File: config.mk
export PLATFORM = sky130hd
export DESIGN_NAME = afx_sequencer
export DESIGN_NICKNAME = d
export VERILOG_FILES = /design/src/rtl/afx_pkg.sv /design/src/rtl/afx_sequencer.sv
export SDC_FILE = /design/constraint.sdc
export NUM_CORES = 1
export LEC_CHECK = 0
export BUFFER_PORTS_ARGS = -buffer_cell sky130_fd_sc_hd__buf_2
export CELL_PAD_IN_SITES_DETAIL_PLACEMENT = 0
export CELL_PAD_IN_SITES_GLOBAL_PLACEMENT = 1
export CORE_MARGIN = 2
export CORE_UTILIZATION = 37
export CTS_BUF_LIST = sky130_fd_sc_hd__clkbuf_16
export DETAILED_ROUTE_END_ITERATION = 7
export GPL_TIMING_DRIVEN = 0
export PLACE_DENSITY_LB_ADDON = 0.1
export SLEW_MARGIN = 20
export SYNTH_ARGS = -nofsm -noshare
export SYNTH_HDL_FRONTEND = slang
export SYNTH_SLANG_ARGS = --single-unit
export TNS_END_PERCENT = 10
File: constraint.sdc
create_clock -name clk -period 2.4 [get_ports clk]
set_clock_uncertainty 0.15 [all_clocks]
set_input_delay 0.36 -clock clk [delete_from_list [all_inputs] [get_ports clk]]
set_output_delay 0.36 -clock clk [all_outputs]
set_load 0.01 [all_outputs]
File: src/rtl/afx_pkg.sv
// Shared types, constants and microprogram table for the audio effect filter.
// Used by afx_sequencer, afx_datapath and audio_effect_filter_top.
package afx_pkg;

    // Filter modes
    localparam logic [1:0] MODE_PASS  = 2'd0;
    localparam logic [1:0] MODE_PHONE = 2'd1;
    localparam logic [1:0] MODE_WATER = 2'd2;
    localparam logic [1:0] MODE_CAVE  = 2'd3;

    // Configuration register indexes
    localparam logic [1:0] REG_FILTER_MODE   = 2'd0;
    localparam logic [1:0] REG_CHANNEL_COUNT = 2'd1;
    localparam logic [1:0] REG_SAMPLE_RATE   = 2'd2;

    // Reset values of the configuration registers
    localparam logic [1:0]  RST_FILTER_MODE   = MODE_PASS;
    localparam logic [3:0]  RST_CHANNEL_COUNT = 4'd2;
    localparam logic [16:0] RST_SAMPLE_RATE   = 17'd48000;

    // Q4.14 coefficients
    localparam logic [17:0] ALPHA_PHONE = 18'd5898;
    localparam logic [17:0] ALPHA_WATER = 18'd1638;
    localparam logic [17:0] GAIN_PHONE  = 18'd34406;
    localparam logic [17:0] GAIN_CAVE   = 18'd4588;

    // Low-pass level limits, Q1.23
    localparam logic signed [26:0] LP_MAX = 27'sd8388607;
    localparam logic signed [26:0] LP_MIN = -27'sd8388608;

    // Multiplier operand selection
    typedef enum logic [2:0] {
        MUL_NONE,
        MUL_ALPHA_PHONE,
        MUL_ALPHA_WATER,
        MUL_GAIN_PHONE,
        MUL_FRAMES,
        MUL_GAIN_CAVE
    } mul_sel_t;

    // Post-multiply operation
    typedef enum logic [2:0] {
        ALU_NONE,
        ALU_LP_UPDATE,
        ALU_ECHO_READ,
        ALU_Y_PASS,
        ALU_Y_PHONE,
        ALU_Y_WATER,
        ALU_Y_CAVE
    } alu_op_t;

    // Sequencing of the step counter
    typedef enum logic {
        JMP_NEXT,
        JMP_DISPATCH
    } jmp_t;

    typedef logic [3:0] step_t;

    // Program addresses
    localparam step_t STEP_IDLE      = 4'd0;
    localparam step_t STEP_PASS_OUT  = 4'd1;
    localparam step_t STEP_PH_MUL1   = 4'd2;
    localparam step_t STEP_PH_LP     = 4'd3;
    localparam step_t STEP_PH_MUL2   = 4'd4;
    localparam step_t STEP_PH_OUT    = 4'd5;
    localparam step_t STEP_WA_MUL    = 4'd6;
    localparam step_t STEP_WA_LP     = 4'd7;
    localparam step_t STEP_WA_OUT    = 4'd8;
    localparam step_t STEP_CV_MUL1   = 4'd9;
    localparam step_t STEP_CV_READ   = 4'd10;
    localparam step_t STEP_CV_MUL2   = 4'd11;
    localparam step_t STEP_CV_OUT    = 4'd12;

    // One control word
    typedef struct packed {
        mul_sel_t mul_sel;
        alu_op_t  alu_op;
        jmp_t     jmp;
        logic     finish;
        step_t    next_step;
    } ucode_t;

    // Sequencer to datapath controls
    typedef struct packed {
        mul_sel_t mul_sel;
        alu_op_t  alu_op;
        logic     accept;
        logic     commit;
    } ctrl_t;

    // Configuration register set
    typedef struct packed {
        logic [1:0]  filter_mode;
        logic [3:0]  channel_count;
        logic [16:0] sample_rate;
    } cfg_t;

    // Microprogram ROM
    function automatic ucode_t ucode_word(input step_t s);
        ucode_t w;
        unique case (s)
            STEP_IDLE:     w = '{MUL_NONE,        ALU_NONE,      JMP_DISPATCH, 1'b0, STEP_IDLE};
            STEP_PASS_OUT: w = '{MUL_NONE,        ALU_Y_PASS,    JMP_NEXT,     1'b1, STEP_IDLE};
            STEP_PH_MUL1:  w = '{MUL_ALPHA_PHONE, ALU_NONE,      JMP_NEXT,     1'b0, STEP_PH_LP};
            STEP_PH_LP:    w = '{MUL_NONE,        ALU_LP_UPDATE, JMP_NEXT,     1'b0, STEP_PH_MUL2};
            STEP_PH_MUL2:  w = '{MUL_GAIN_PHONE,  ALU_NONE,      JMP_NEXT,     1'b0, STEP_PH_OUT};
            STEP_PH_OUT:   w = '{MUL_NONE,        ALU_Y_PHONE,   JMP_NEXT,     1'b1, STEP_IDLE};
            STEP_WA_MUL:   w = '{MUL_ALPHA_WATER, ALU_NONE,      JMP_NEXT,     1'b0, STEP_WA_LP};
            STEP_WA_LP:    w = '{MUL_NONE,        ALU_LP_UPDATE, JMP_NEXT,     1'b0, STEP_WA_OUT};
            STEP_WA_OUT:   w = '{MUL_NONE,        ALU_Y_WATER,   JMP_NEXT,     1'b1, STEP_IDLE};
            STEP_CV_MUL1:  w = '{MUL_FRAMES,      ALU_NONE,      JMP_NEXT,     1'b0, STEP_CV_READ};
            STEP_CV_READ:  w = '{MUL_NONE,        ALU_ECHO_READ, JMP_NEXT,     1'b0, STEP_CV_MUL2};
            STEP_CV_MUL2:  w = '{MUL_GAIN_CAVE,   ALU_NONE,      JMP_NEXT,     1'b0, STEP_CV_OUT};
            STEP_CV_OUT:   w = '{MUL_NONE,        ALU_Y_CAVE,    JMP_NEXT,     1'b1, STEP_IDLE};
            default:       w = '{MUL_NONE,        ALU_NONE,      JMP_NEXT,     1'b0, STEP_IDLE};
        endcase
        return w;
    endfunction

    // Entry point of each mode's routine
    function automatic step_t dispatch_step(input logic [1:0] mode);
        step_t s;
        unique case (mode)
            MODE_PASS:  s = STEP_PASS_OUT;
            MODE_PHONE: s = STEP_PH_MUL1;
            MODE_WATER: s = STEP_WA_MUL;
            MODE_CAVE:  s = STEP_CV_MUL1;
            default:    s = STEP_PASS_OUT;
        endcase
        return s;
    endfunction

    // Saturate a wide signed value to Q1.15
    function automatic logic signed [15:0] sat16(input logic signed [42:0] v);
        logic signed [15:0] r;
        if (v > 43'sd32767)
        begin
            r = 16'sh7FFF;
        end
        else if (v < -43'sd32768)
        begin
            r = -16'sh8000;
        end
        else
        begin
            r = v[15:0];
        end
        return r;
    endfunction

endpackage

File: src/rtl/afx_sequencer.sv
// Step counter and microprogram fetch for the audio effect filter.
// Depends on afx_pkg (control word table, ctrl_t).
module afx_sequencer (
    input  logic             clk,
    input  logic             rst_n,
    input  logic [1:0]       filter_mode,
    input  logic             in_valid,
    output logic             in_stall,
    input  logic             out_hold,
    output afx_pkg::ctrl_t   ctrl
);

    afx_pkg::step_t  step_reg;
    afx_pkg::step_t  step_next;
    afx_pkg::ucode_t word;
    logic            accept;
    logic            commit;

    // Fetch the current control word
    assign word = afx_pkg::ucode_word(step_reg);

    // Input is taken only at the dispatch step
    assign in_stall = (word.jmp != afx_pkg::JMP_DISPATCH);
    assign accept   = (word.jmp == afx_pkg::JMP_DISPATCH) && in_valid;
    // A finishing step waits while the output register is still full and stalled
    assign commit   = word.finish && !out_hold;

    // Next step
    always_comb
    begin
        if (word.jmp == afx_pkg::JMP_DISPATCH)
        begin
            step_next = accept ? afx_pkg::dispatch_step(filter_mode) : step_reg;
        end
        else if (word.finish && out_hold)
        begin
            step_next = step_reg;
        end
        else
        begin
            step_next = word.next_step;
        end
    end

    always_ff @(posedge clk or negedge rst_n)
    begin
        if (!rst_n)
        begin
            step_reg <= afx_pkg::STEP_IDLE;
        end
        else
        begin
            step_reg <= step_next;
        end
    end

    // Controls to the datapath
    always_comb
    begin
        ctrl.mul_sel = word.mul_sel;
        ctrl.alu_op  = word.alu_op;
        ctrl.accept  = accept;
        ctrl.commit  = commit;
    end

endmodule

==> Word level (Yosys, flattened, before mapping) <==
Memories as Yosys holds them, arrays and structs flattened.
Cells that the tools add are included.
{ "word_totals": {"output_inout_bits": 9, "inputBits": 6, "mem_bits_ro": 192, "regBits": 4, "mem_bits_rw": 0, "n_memories": 1, "latch_bits": 0} }
{ "mem_list": {"columns": ["name", "words", "word_bits", "rd", "rd_clocked_by_memory_dff", "write_ports", "line_no", "rtl"], "rows": [
  ["(no name shown)", 16, 12, 1, 0, 0, "afx_pkg.sv:102", "unique case (s)"]
]} }
{ "classes": {"muxes": 4, "shifts": 0, "n_bitwise": 1, "mul": 0, "order_cmp": 0, "addsub": 0, "n_eq_ne": 5, "reduce_logical": 6, "n_div": 0} }
{ "op_table": {"columns": ["op", "count"], "rows": [
  ["one-hot mux 4 bit (4 select lines)", 1],
  ["two-way mux 4 bit", 3],
  ["equality test 2 bit (second input constant)", 2],
  ["logical AND 1 bit", 3],
  ["equality test 2 x 1 -> 1 bit (second input constant)", 1],
  ["zero test 2 bit", 1],
  ["!= test 2 x 1 -> 1 bit (second input constant)", 1],
  ["!= test 2 bit (second input constant)", 1],
  ["AND reduction 2 bit", 1],
  ["zero test 1 bit", 1],
  ["inverter 1 bit", 1]
]} }

==> Depth between registers and ports, before layout <==
Gate-level depths: netlist of run 1.
{ "logic_depth": {"word_depth": 4, "mapped_depth": 6, "ltp_nobuf": 6} }

==> Worst setup path after synthesis of run 1 <==
Ideal clock, no wire load.
{ "synth_timing": {"path_type": "reg2reg", "startpoint": "reg step_reg[0]", "endpoint": "reg step_reg[1]", "setup_ns": 0.125, "path_slack_ns": 0.416, "period_less_slack_ns": 1.984, "path_stages_with_launch": 7, "arrival_time_ns": 1.709, "n_path_buf": 0, "cell_sequence": "dfrtp_1 inv_1 ha_1 nand2b_2 and3_4 o31ai_4 mux2_4"} }
{ "synth_via": {"elab_chain_cells": 4, "elab_cells_between_ends": 8, "classes_between": "eq/ne: 2; mux: 2; reduce/logical: 3; memory: 1"} }
{ "synth_rtl": {"columns": ["item", "line_no", "rtl"], "rows": [
  ["from (decl)", "afx_sequencer.sv:13", "afx_pkg::step_t step_reg;"],
  ["from (signal assigned)", "afx_sequencer.sv:49", "step_reg <= afx_pkg::STEP_IDLE;"],
  ["from (signal assigned)", "afx_sequencer.sv:53", "step_reg <= step_next;"],
  ["memory read (16 x 12 bit) (*)", null, null],
  ["logical AND 1 bit, on equally long branches", "afx_sequencer.sv:24, afx_sequencer.sv:35", null],
  ["!= test 2 x 1 -> 1 bit (no source line) or != test 2 bit (tied branches)", null, null],
  ["AND reduction 2 bit (no source line)", null, null]
]} }
Mark *: on every way between the ends. The rest lies on a longest branch, timed or not. The select of a mux whose other input is x is not followed.
A chain may end at the register's enable or synchronous reset.

==> Worst setup path in the final report of run 1 <==
{ "layout_timing": {"startpoint": "reg step_reg[0]", "endpoint": "out ctrl[1] (netlist name)"} }
{ "layout_via": {"elab_chain_cells": 2} }
{ "layout_rtl": {"columns": ["item", "line_no", "rtl"], "rows": [
  ["memory read (16 x 12 bit)", null, null],
  ["logical AND 1 bit", "afx_sequencer.sv:24", "assign accept = (word.jmp == afx_pkg::JMP_DISPATCH) && in_valid;"],
  ["to (decl)", "afx_sequencer.sv:10", "output afx_pkg::ctrl_t ctrl"]
]} }
Every way passes these cells.

==> metrics.txt, run 1 <==
# TYPE chip_impl_metric gauge
chip_impl_metric{name="core-area",unit="um2"} 1350
chip_impl_metric{name="clock_pin_slew_of_the_registers_on_the_worst_case_setup_and_hold_paths",unit="ns"} 0.03
chip_impl_info{name="cp-start-kind",value="register"} 1
chip_impl_metric{name="grt.overflow.total",unit=""} 0
chip_impl_metric{name="chipHeight",unit="um"} 42.75
chip_impl_metric{name="final_net_count",unit=""} 96
chip_impl_metric{name="critical_path_fanouts_max",unit=""} 8
chip_impl_metric{name="worstSkewPairLatency",unit="ns"} 0.22
chip_impl_info{name="launch_point_of_the_worst_reg_to_reg_path",value="step_reg[0]"} 1
chip_impl_info{name="unrepaired_setup_endpoints_after_global_routing",value="no"} 1
chip_impl_metric{name="ys_async_sr_fraction",unit="%"} 100.0
chip_impl_metric{name="max-cap-violations",unit=""} 0
chip_impl_info{name="master_of_the_slowest_instance_on_the_critical_path",value="sky130_fd_sc_hd__dfrtp_1"} 1
chip_impl_metric{name="fp.dieArea",unit="um2"} 1828
chip_impl_info{name="synth_area_leaders",value="sky130_fd_sc_hd__dfrtp_1 (18%), sky130_fd_sc_hd__ha_1 (18%), sky130_fd_sc_hd__mux2i_1 (7.2%)"} 1
chip_impl_metric{name="worst_ir_drop_vdd",unit="uV"} 907.2
chip_impl_metric{name="vias",unit=""} 487
chip_impl_metric{name="largest_reg_flops",unit=""} 4
chip_impl_metric{name="ys_ff_latch",unit=""} 4
chip_impl_metric{name="worstPathBufferInverterCount",unit=""} 3
chip_impl_metric{name="antenna_cells_inserted",unit=""} 0
chip_impl_metric{name="utilization",unit="%"} 54.22
chip_impl_metric{name="detail_route.wl_per_cell",unit="um"} 13.29
chip_impl_metric{name="route.detailed.vias_per_inst",unit=""} 5.126
chip_impl_metric{name="syn_nets",unit=""} 76
chip_impl_metric{name="tightest_slew",unit="ns"} 0.3883
chip_impl_info{name="synth_commonest_cells",value="sky130_fd_sc_hd__ha_1 (8), sky130_fd_sc_hd__inv_1 (5), sky130_fd_sc_hd__nor2_1 (5)"} 1
chip_impl_metric{name="synth_edf_count",unit=""} 0
chip_impl_metric{name="first_global_vias",unit=""} 499
chip_impl_info{name="path_category_of_the_worst_min_delay_check",value="in2async"} 1
chip_impl_metric{name="netlist_instances",unit=""} 62
chip_impl_metric{name="share_comb_of_total_power",unit="%"} 63.2
chip_impl_metric{name="timing_hold_violations_final",unit=""} 0
chip_impl_metric{name="grt.met2_usage",unit="%"} 23.94
chip_impl_metric{name="seq_area_frac_synth",unit="%"} 18.02
chip_impl_metric{name="groute.layer.met1.usage",unit="%"} 20.46
chip_impl_metric{name="fin_cells",unit=""} 95
chip_impl_info{name="synth_top_area_cell",value="sky130_fd_sc_hd__dfrtp_1"} 1
chip_impl_metric{name="area_delta_synth_final",unit="%"} 31.76
chip_impl_metric{name="h-tree-depth",unit=""} 1
chip_impl_metric{name="grt_antenna_before_repair",unit=""} 0
chip_impl_metric{name="syn_area_per_cell",unit="um2"} 8.960
chip_impl_metric{name="netSwitchingFraction",unit="%"} 41.36
chip_impl_metric{name="post-route-min-period",unit="ns"} 2.221
chip_impl_metric{name="cts_inserted_buffers",unit=""} 3
chip_impl_metric{name="drive_gt1_share",unit="%"} 38.75
chip_impl_metric{name="post-place-ws",unit="ns"} 0.1348
chip_impl_metric{name="grt_start_max_net_pins",unit=""} 11
chip_impl_info{name="critical_path.top_delay_family",value="simple AND/OR/NAND/NOR gates"} 1
chip_impl_metric{name="fp.dieW",unit="um"} 42.75
chip_impl_metric{name="clock_tree.buffer_depth",unit=""} 2
chip_impl_metric{name="p_int",unit="W"} 0.0006444
chip_impl_metric{name="critical_path_arrival",unit="ns"} 1.71
chip_impl_metric{name="finish.instance_area",unit="um2"} 732.0
chip_impl_metric{name="number_of_pins_with_negative_max_slew_slack_in_the_final_report",unit=""} 0
chip_impl_info{name="worst_r2r_dst",value="step_reg[2]"} 1
chip_impl_metric{name="top_area_cell_type_share_of_the_netlist_area",unit="%"} 18.02
chip_impl_metric{name="total_switching_power",unit="W"} 0.0004546
chip_impl_metric{name="dp.cells",unit=""} 91
chip_impl_metric{name="grtUsageTotal",unit="%"} 15.27
chip_impl_metric{name="gp_routability_congestion",unit=""} 0.7650
chip_impl_metric{name="drt_first_iter_violations",unit=""} 3
chip_impl_info{name="outcome",value="completed"} 1
chip_impl_metric{name="port_buffers",unit=""} 14
chip_impl_metric{name="power_frac_clock",unit="%"} 23.3
chip_impl_metric{name="worst_ep_required_time",unit="ns"} 1.89
chip_impl_metric{name="ff2ff_setup_slack",unit="ns"} 0.21
chip_impl_metric{name="drt_first_pass_iters",unit=""} 4
chip_impl_metric{name="initial_core_util",unit="%"} 41.15
chip_impl_metric{name="power_density",unit="nW/um2"} 1502
chip_impl_metric{name="ff_to_ff_path_depth",unit=""} 6
chip_impl_metric{name="timing.setup.tns",unit="ns"} 0
chip_impl_metric{name="synth_cell_types",unit=""} 29
chip_impl_info{name="dominant_cell_by_count_in_the_synthesized_netlist",value="sky130_fd_sc_hd__ha_1"} 1
chip_impl_metric{name="power.leakage",unit="nW"} 0.3774
chip_impl_metric{name="cts_setup_buffers",unit=""} 0
chip_impl_metric{name="maxClockFrequency",unit="GHz"} 0.4503
chip_impl_metric{name="top_level_ports",unit=""} 15
chip_impl_info{name="cts_root_buf",value="sky130_fd_sc_hd__clkbuf_16"} 1
chip_impl_metric{name="worst_slew_margin_rel",unit="%"} 74.12
chip_impl_metric{name="final_min_period_over_clock_period",unit="%"} 92.54
chip_impl_metric{name="detailedPlacementHpwl",unit="um"} 928.3
chip_impl_metric{name="row_count",unit=""} 13
chip_impl_info{name="cp-end-kind",value="output port"} 1
chip_impl_info{name="path_cells",value="inv_1, ha_2, and2b_2, and3_1, buf_4, buf_2"} 1
chip_impl_metric{name="wire_length_of_the_first_global_routing_pass",unit="um"} 2132
chip_impl_info{name="grt_busiest_layer",value="met2"} 1
chip_impl_metric{name="setup_violations",unit=""} 0
chip_impl_metric{name="route.detailed.drc",unit=""} 0
chip_impl_info{name="cts_tree",value="yes"} 1
chip_impl_metric{name="synthesis.yosys.warnings",unit=""} 0
chip_impl_metric{name="post_synth_instance_area",unit="um2"} 555.5
chip_impl_metric{name="sequentialPowerShare",unit="%"} 13.5
chip_impl_info{name="timing.setup.critical_path_class",value="reg2out"} 1
chip_impl_metric{name="slowest_delay",unit="ns"} 0.41
chip_impl_metric{name="grt_util_met3",unit="%"} 1.702
chip_impl_metric{name="finalWorstSetupSlack",unit="ns"} 0.1791
chip_impl_metric{name="drt_antenna_net_count",unit=""} 0
chip_impl_metric{name="clock_sinks",unit=""} 4
chip_impl_metric{name="placed_area",unit="um2"} 644.4
chip_impl_info{name="synth-main-ff-cell",value="sky130_fd_sc_hd__dfrtp_1"} 1
chip_impl_metric{name="drt_wl_total",unit="um"} 1263
[cells in the final DEF, fill, tap and decap left out, drive strengths merged]
cell / synthesis / layout
mux2: 3 / 3
a22o: 1 / 1
nand2b: 2 / 2
o31ai: 1 / 1
nor3: 1 / 1
nand2: 4 / 4
o21ai: 4 / 4
nor2b: 1 / 1
inv: 6 / 6
a32o: 1 / 1
a211oi: 1 / 1
a21oi: 3 / 3
ha: 8 / 8
dlygate4sd3: 0 / 1
nand3: 2 / 2
nor2: 5 / 5
mux2i: 4 / 4
a311o: 1 / 1
and2b: 1 / 1
clkbuf: 1 / 4
buf: 3 / 17
dfrtp: 4 / 4
a221o: 1 / 1
and3: 3 / 3
nor3b: 1 / 1
[metrics by stage]
stage | hold slack (ns) | power [W]
finish | 0.3369 | 0.001099
global route | 0.3577 | 0.001181
CTS | 0.3241 | 0.001102
detailed placement | 0.01589 | 0.0008360
global placement | 0.01539 | 0.0008404
floorplan | -0.08559 | 0.0006577
[kinds of logic (layout without fill, tap and decap cells)]
logic type / after synthesis / in the layout / share of synthesized area [%]
AO/OA/AOI/OAI: 13 / 13 / 18.47
multiplexers: 7 / 7 / 14.64
flip-flops: 4 / 4 / 18.02
AND/OR/NAND/NOR: 20 / 20 / 20.72
buffers and inverters: 10 / 28 / 10.13
adder cells (fa/ha/maj): 8 / 8 / 18.02
[final cells by class]
class                   instances  area (um2)
repair buffers                 15       80.08
inverters                       6       22.52
flip-flops and latches          4       100.1
multi-input cells              48       401.6
plain buffers                   4       33.78
well taps                      15       18.77
clock buffers                   3       75.07
fillers                       132       618.1
[repair_timing]
action                     in CTS  in global routing
hold endpoints to repair        4                  0
hold buffers                    1                  0
resized for setup               0                  1
setup endpoints to repair       0                  1
[power by group through the flow]
stage          Clock, W  Sequential (W)  Combinational, W
2_1_floorplan         0        0.000133          0.000524
3_3_place_gp          0        0.000149          0.000691
3_5_place_dp          0        0.000148          0.000688
4_1_cts        0.000261        0.000148          0.000693
5_1_grt        0.000265        0.000154          0.000762
6_report       0.000256        0.000148          0.000694
[worst max path at each step]
stage / cells after the start / start / to / slack (ns)
6_report: 6 / step_reg[0] / ctrl[1] / 0.18
3_5_place_dp: 6 / step_reg[0] / step_reg[2] / 0.13
4_1_cts: 6 / step_reg[0] / ctrl[1] / 0.09
5_1_grt: 6 / step_reg[0] / ctrl[1] / 0.06
2_1_floorplan: 6 / step_reg[0] / step_reg[1] / 0.42
3_3_place_gp: 6 / step_reg[0] / step_reg[2] / 0.11
[metal layers]
| layer | vias up | part of all wire, % |
|---|---|---|
| met3 | 0 | 3.2 |
| met5 | - | 0 |
| met2 | 9 | 46 |
| met4 | 0 | 0 |
| li1 | 256 | - |
| met1 | 222 | 50 |
Power figures use the tool's default switching activity.
==> inputs of run 2 (changes only) <==
--- a/config.mk
+++ b/config.mk
@@ -5,13 +5,13 @@
 export SDC_FILE = /design/constraint.sdc
 export NUM_CORES = 1
 export LEC_CHECK = 0
-export BUFFER_PORTS_ARGS = -buffer_cell sky130_fd_sc_hd__buf_2
 export CELL_PAD_IN_SITES_DETAIL_PLACEMENT = 0
 export CELL_PAD_IN_SITES_GLOBAL_PLACEMENT = 1
-export CORE_MARGIN = 2
-export CORE_UTILIZATION = 37
+export CORE_AREA = 2 2 39 41
 export CTS_BUF_LIST = sky130_fd_sc_hd__clkbuf_16
 export DETAILED_ROUTE_END_ITERATION = 7
+export DIE_AREA = 0 0 41 43
+export DONT_BUFFER_PORTS = 1
 export GPL_TIMING_DRIVEN = 0
 export PLACE_DENSITY_LB_ADDON = 0.1
 export SLEW_MARGIN = 20
==> metrics.txt, run 2 (same netlist as run 1, synthesis figures left out) <==
# TYPE chip_impl_metric gauge
chip_impl_info{name="outcome",value="completed"} 1
chip_impl_info{name="path_cells",value="inv_1, ha_1, nand2b_2, and3_4, o31ai_4, mux2_4"} 1
chip_impl_metric{name="post_cts.resized_instances",unit=""} 0
chip_impl_metric{name="core-area",unit="um2"} 1384
chip_impl_metric{name="clock_sinks",unit=""} 4
chip_impl_metric{name="finish.instance_area",unit="um2"} 660.6
chip_impl_metric{name="power.leakage",unit="nW"} 0.3160
chip_impl_metric{name="row_count",unit=""} 14
chip_impl_metric{name="cts_setup_buffers",unit=""} 0
chip_impl_metric{name="drt_antenna_net_count",unit=""} 0
chip_impl_metric{name="placed_area",unit="um2"} 575.6
chip_impl_info{name="cts_tree",value="yes"} 1
chip_impl_metric{name="maxClockFrequency",unit="GHz"} 0.4412
chip_impl_metric{name="grt_antenna_before_repair",unit=""} 0
chip_impl_info{name="critical_path.top_delay_family",value="flip-flops"} 1
chip_impl_info{name="path_category_of_the_worst_min_delay_check",value="in2async"} 1
chip_impl_metric{name="power_density",unit="nW/um2"} 1559
chip_impl_metric{name="critical_path_arrival",unit="ns"} 2.22
chip_impl_metric{name="grt.overflow.total",unit=""} 0
chip_impl_metric{name="final_net_count",unit=""} 82
chip_impl_metric{name="worst_ir_drop_vdd",unit="uV"} 700.2
chip_impl_info{name="cts_root_buf",value="sky130_fd_sc_hd__clkbuf_16"} 1
chip_impl_metric{name="max-cap-violations",unit=""} 0
chip_impl_metric{name="drive_gt1_share",unit="%"} 24.24
chip_impl_metric{name="vias",unit=""} 467
chip_impl_metric{name="number_of_pins_with_negative_max_slew_slack_in_the_final_report",unit=""} 0
chip_impl_metric{name="top_level_ports",unit=""} 15
chip_impl_metric{name="fp.dieArea",unit="um2"} 1763
chip_impl_metric{name="clock_pin_slew_of_the_registers_on_the_worst_case_setup_and_hold_paths",unit="ns"} 0.03
chip_impl_info{name="timing.setup.critical_path_class",value="reg2reg"} 1
chip_impl_metric{name="drt_first_pass_iters",unit=""} 4
chip_impl_info{name="master_of_the_slowest_instance_on_the_critical_path",value="sky130_fd_sc_hd__dfrtp_1"} 1
chip_impl_metric{name="detail_route.wl_per_cell",unit="um"} 14.91
chip_impl_metric{name="fp.dieW",unit="um"} 41
chip_impl_metric{name="worst_slew_margin_rel",unit="%"} 73.94
chip_impl_metric{name="post-place-ws",unit="ns"} 0.1460
chip_impl_metric{name="setup_violations",unit=""} 0
chip_impl_metric{name="timing.setup.tns",unit="ns"} 0
chip_impl_metric{name="final_min_period_over_clock_period",unit="%"} 94.44
chip_impl_metric{name="drt_wl_total",unit="um"} 1223
chip_impl_metric{name="detailedPlacementHpwl",unit="um"} 896.9
chip_impl_metric{name="h-tree-depth",unit=""} 1
chip_impl_metric{name="area_delta_synth_final",unit="%"} 18.92
chip_impl_metric{name="tightest_slew",unit="ns"} 0.3909
chip_impl_metric{name="antenna_cells_inserted",unit=""} 0
chip_impl_metric{name="port_buffers",unit=""} 0
chip_impl_metric{name="worstSkewPairLatency",unit="ns"} 0.23
chip_impl_metric{name="chipHeight",unit="um"} 43
chip_impl_metric{name="timing_hold_violations_final",unit=""} 0
chip_impl_metric{name="finalWorstSetupSlack",unit="ns"} 0.1334
chip_impl_metric{name="drt_first_iter_violations",unit=""} 5
chip_impl_metric{name="worstPathBufferInverterCount",unit=""} 1
chip_impl_metric{name="route.detailed.vias_per_inst",unit=""} 5.695
chip_impl_metric{name="n_fill_cell",unit=""} 139
chip_impl_metric{name="worst_ep_required_time",unit="ns"} 2.36
chip_impl_metric{name="critical_path_fanouts_max",unit=""} 8
chip_impl_info{name="most_frequent_cells_in_the_layout",value="sky130_fd_sc_hd__ha_1 (8), sky130_fd_sc_hd__inv_1 (5), sky130_fd_sc_hd__nor2_1 (5)"} 1
chip_impl_metric{name="post-route-min-period",unit="ns"} 2.267
chip_impl_metric{name="gp_routability_congestion",unit=""} 0.7981
chip_impl_info{name="unrepaired_setup_endpoints_after_global_routing",value="no"} 1
chip_impl_metric{name="grt_start_max_net_pins",unit=""} 11
chip_impl_metric{name="first_global_vias",unit=""} 432
chip_impl_metric{name="route.detailed.drc",unit=""} 0
chip_impl_metric{name="grtUsageTotal",unit="%"} 16.62
chip_impl_metric{name="utilization",unit="%"} 47.74
chip_impl_info{name="layout.cells.most_common",value="sky130_fd_sc_hd__ha_1"} 1
chip_impl_metric{name="cts_inserted_buffers",unit=""} 3
chip_impl_info{name="cp-start-kind",value="register"} 1
chip_impl_metric{name="wire_length_of_the_first_global_routing_pass",unit="um"} 1987
chip_impl_metric{name="postCtsHoldBufs",unit=""} 1
chip_impl_metric{name="clock_tree.buffer_depth",unit=""} 2
chip_impl_metric{name="initial_core_util",unit="%"} 40.14
chip_impl_metric{name="largest_reg_flops",unit=""} 4
chip_impl_metric{name="slowest_delay",unit="ns"} 0.41
chip_impl_info{name="cp-end-kind",value="register"} 1
-- run 2: cell count changes in the layout (fill, tap and decap cells not counted) --
cell and change:
sky130_fd_sc_hd__ha_1 +1, sky130_fd_sc_hd__buf_2 -14, sky130_fd_sc_hd__ha_2 -1
-- run 2: cell type report --
cell class	instances	area [um2]	area share (%)
sequential	4	100.1	15.15
buffer	4	33.78	5.114
timing repair buffer	1	10.01	1.515
tap	16	20.02	3.030
inverter	6	22.52	3.409
clock buffer	3	75.07	11.36
multi-input combinational	48	399.1	60.42
-- run 2: final timing paths --
check	to	cells after the start	slack, ns	from
worst max-delay path	step_reg[1]	6	0.13	step_reg[0]
worst min-delay path	step_reg[1]	1	0.26	rst_n
worst max register to register	step_reg[1]	6	0.13	step_reg[0]
worst min register to register	step_reg[1]	1	0.46	step_reg[1]
max in group asynchronous	step_reg[2]	1	1.68	rst_n
min in group clk	step_reg[0]	4	0.34	out_hold
-- run 2: metal layers --
metal | routed length (um) | vias to the layer above | global-route usage (%)
met5 | 0 | - | 0
met3 | 81 | 3 | 2.094
met2 | 563 | 17 | 23.44
met1 | 547 | 221 | 23.05
met4 | 31 | 0 | 10.00
li1 | - | 226 | -
-- run 2: metrics by stage --
stage | cells | hold WS (ns) | total power [W]
finish | 82 | 0.2556 | 0.001030
global placement | 78 | -0.08549 | 0.0007740
detailed placement | 78 | -0.08545 | 0.0007667
floorplan | 62 | -0.08559 | 0.0006577
CTS | 82 | 0.2578 | 0.001039
global route | 82 | 0.2739 | 0.001113
-- run 2: report_power, final --
part / internal [W] / switching, W / total, W
logic: 0.000278 / 0.000344 / 0.000622
clock network: 0.000213 / 0.0000481 / 0.000261
registers: 0.0000992 / 0.0000478 / 0.000147
total: 0.000590 / 0.000440 / 0.00103
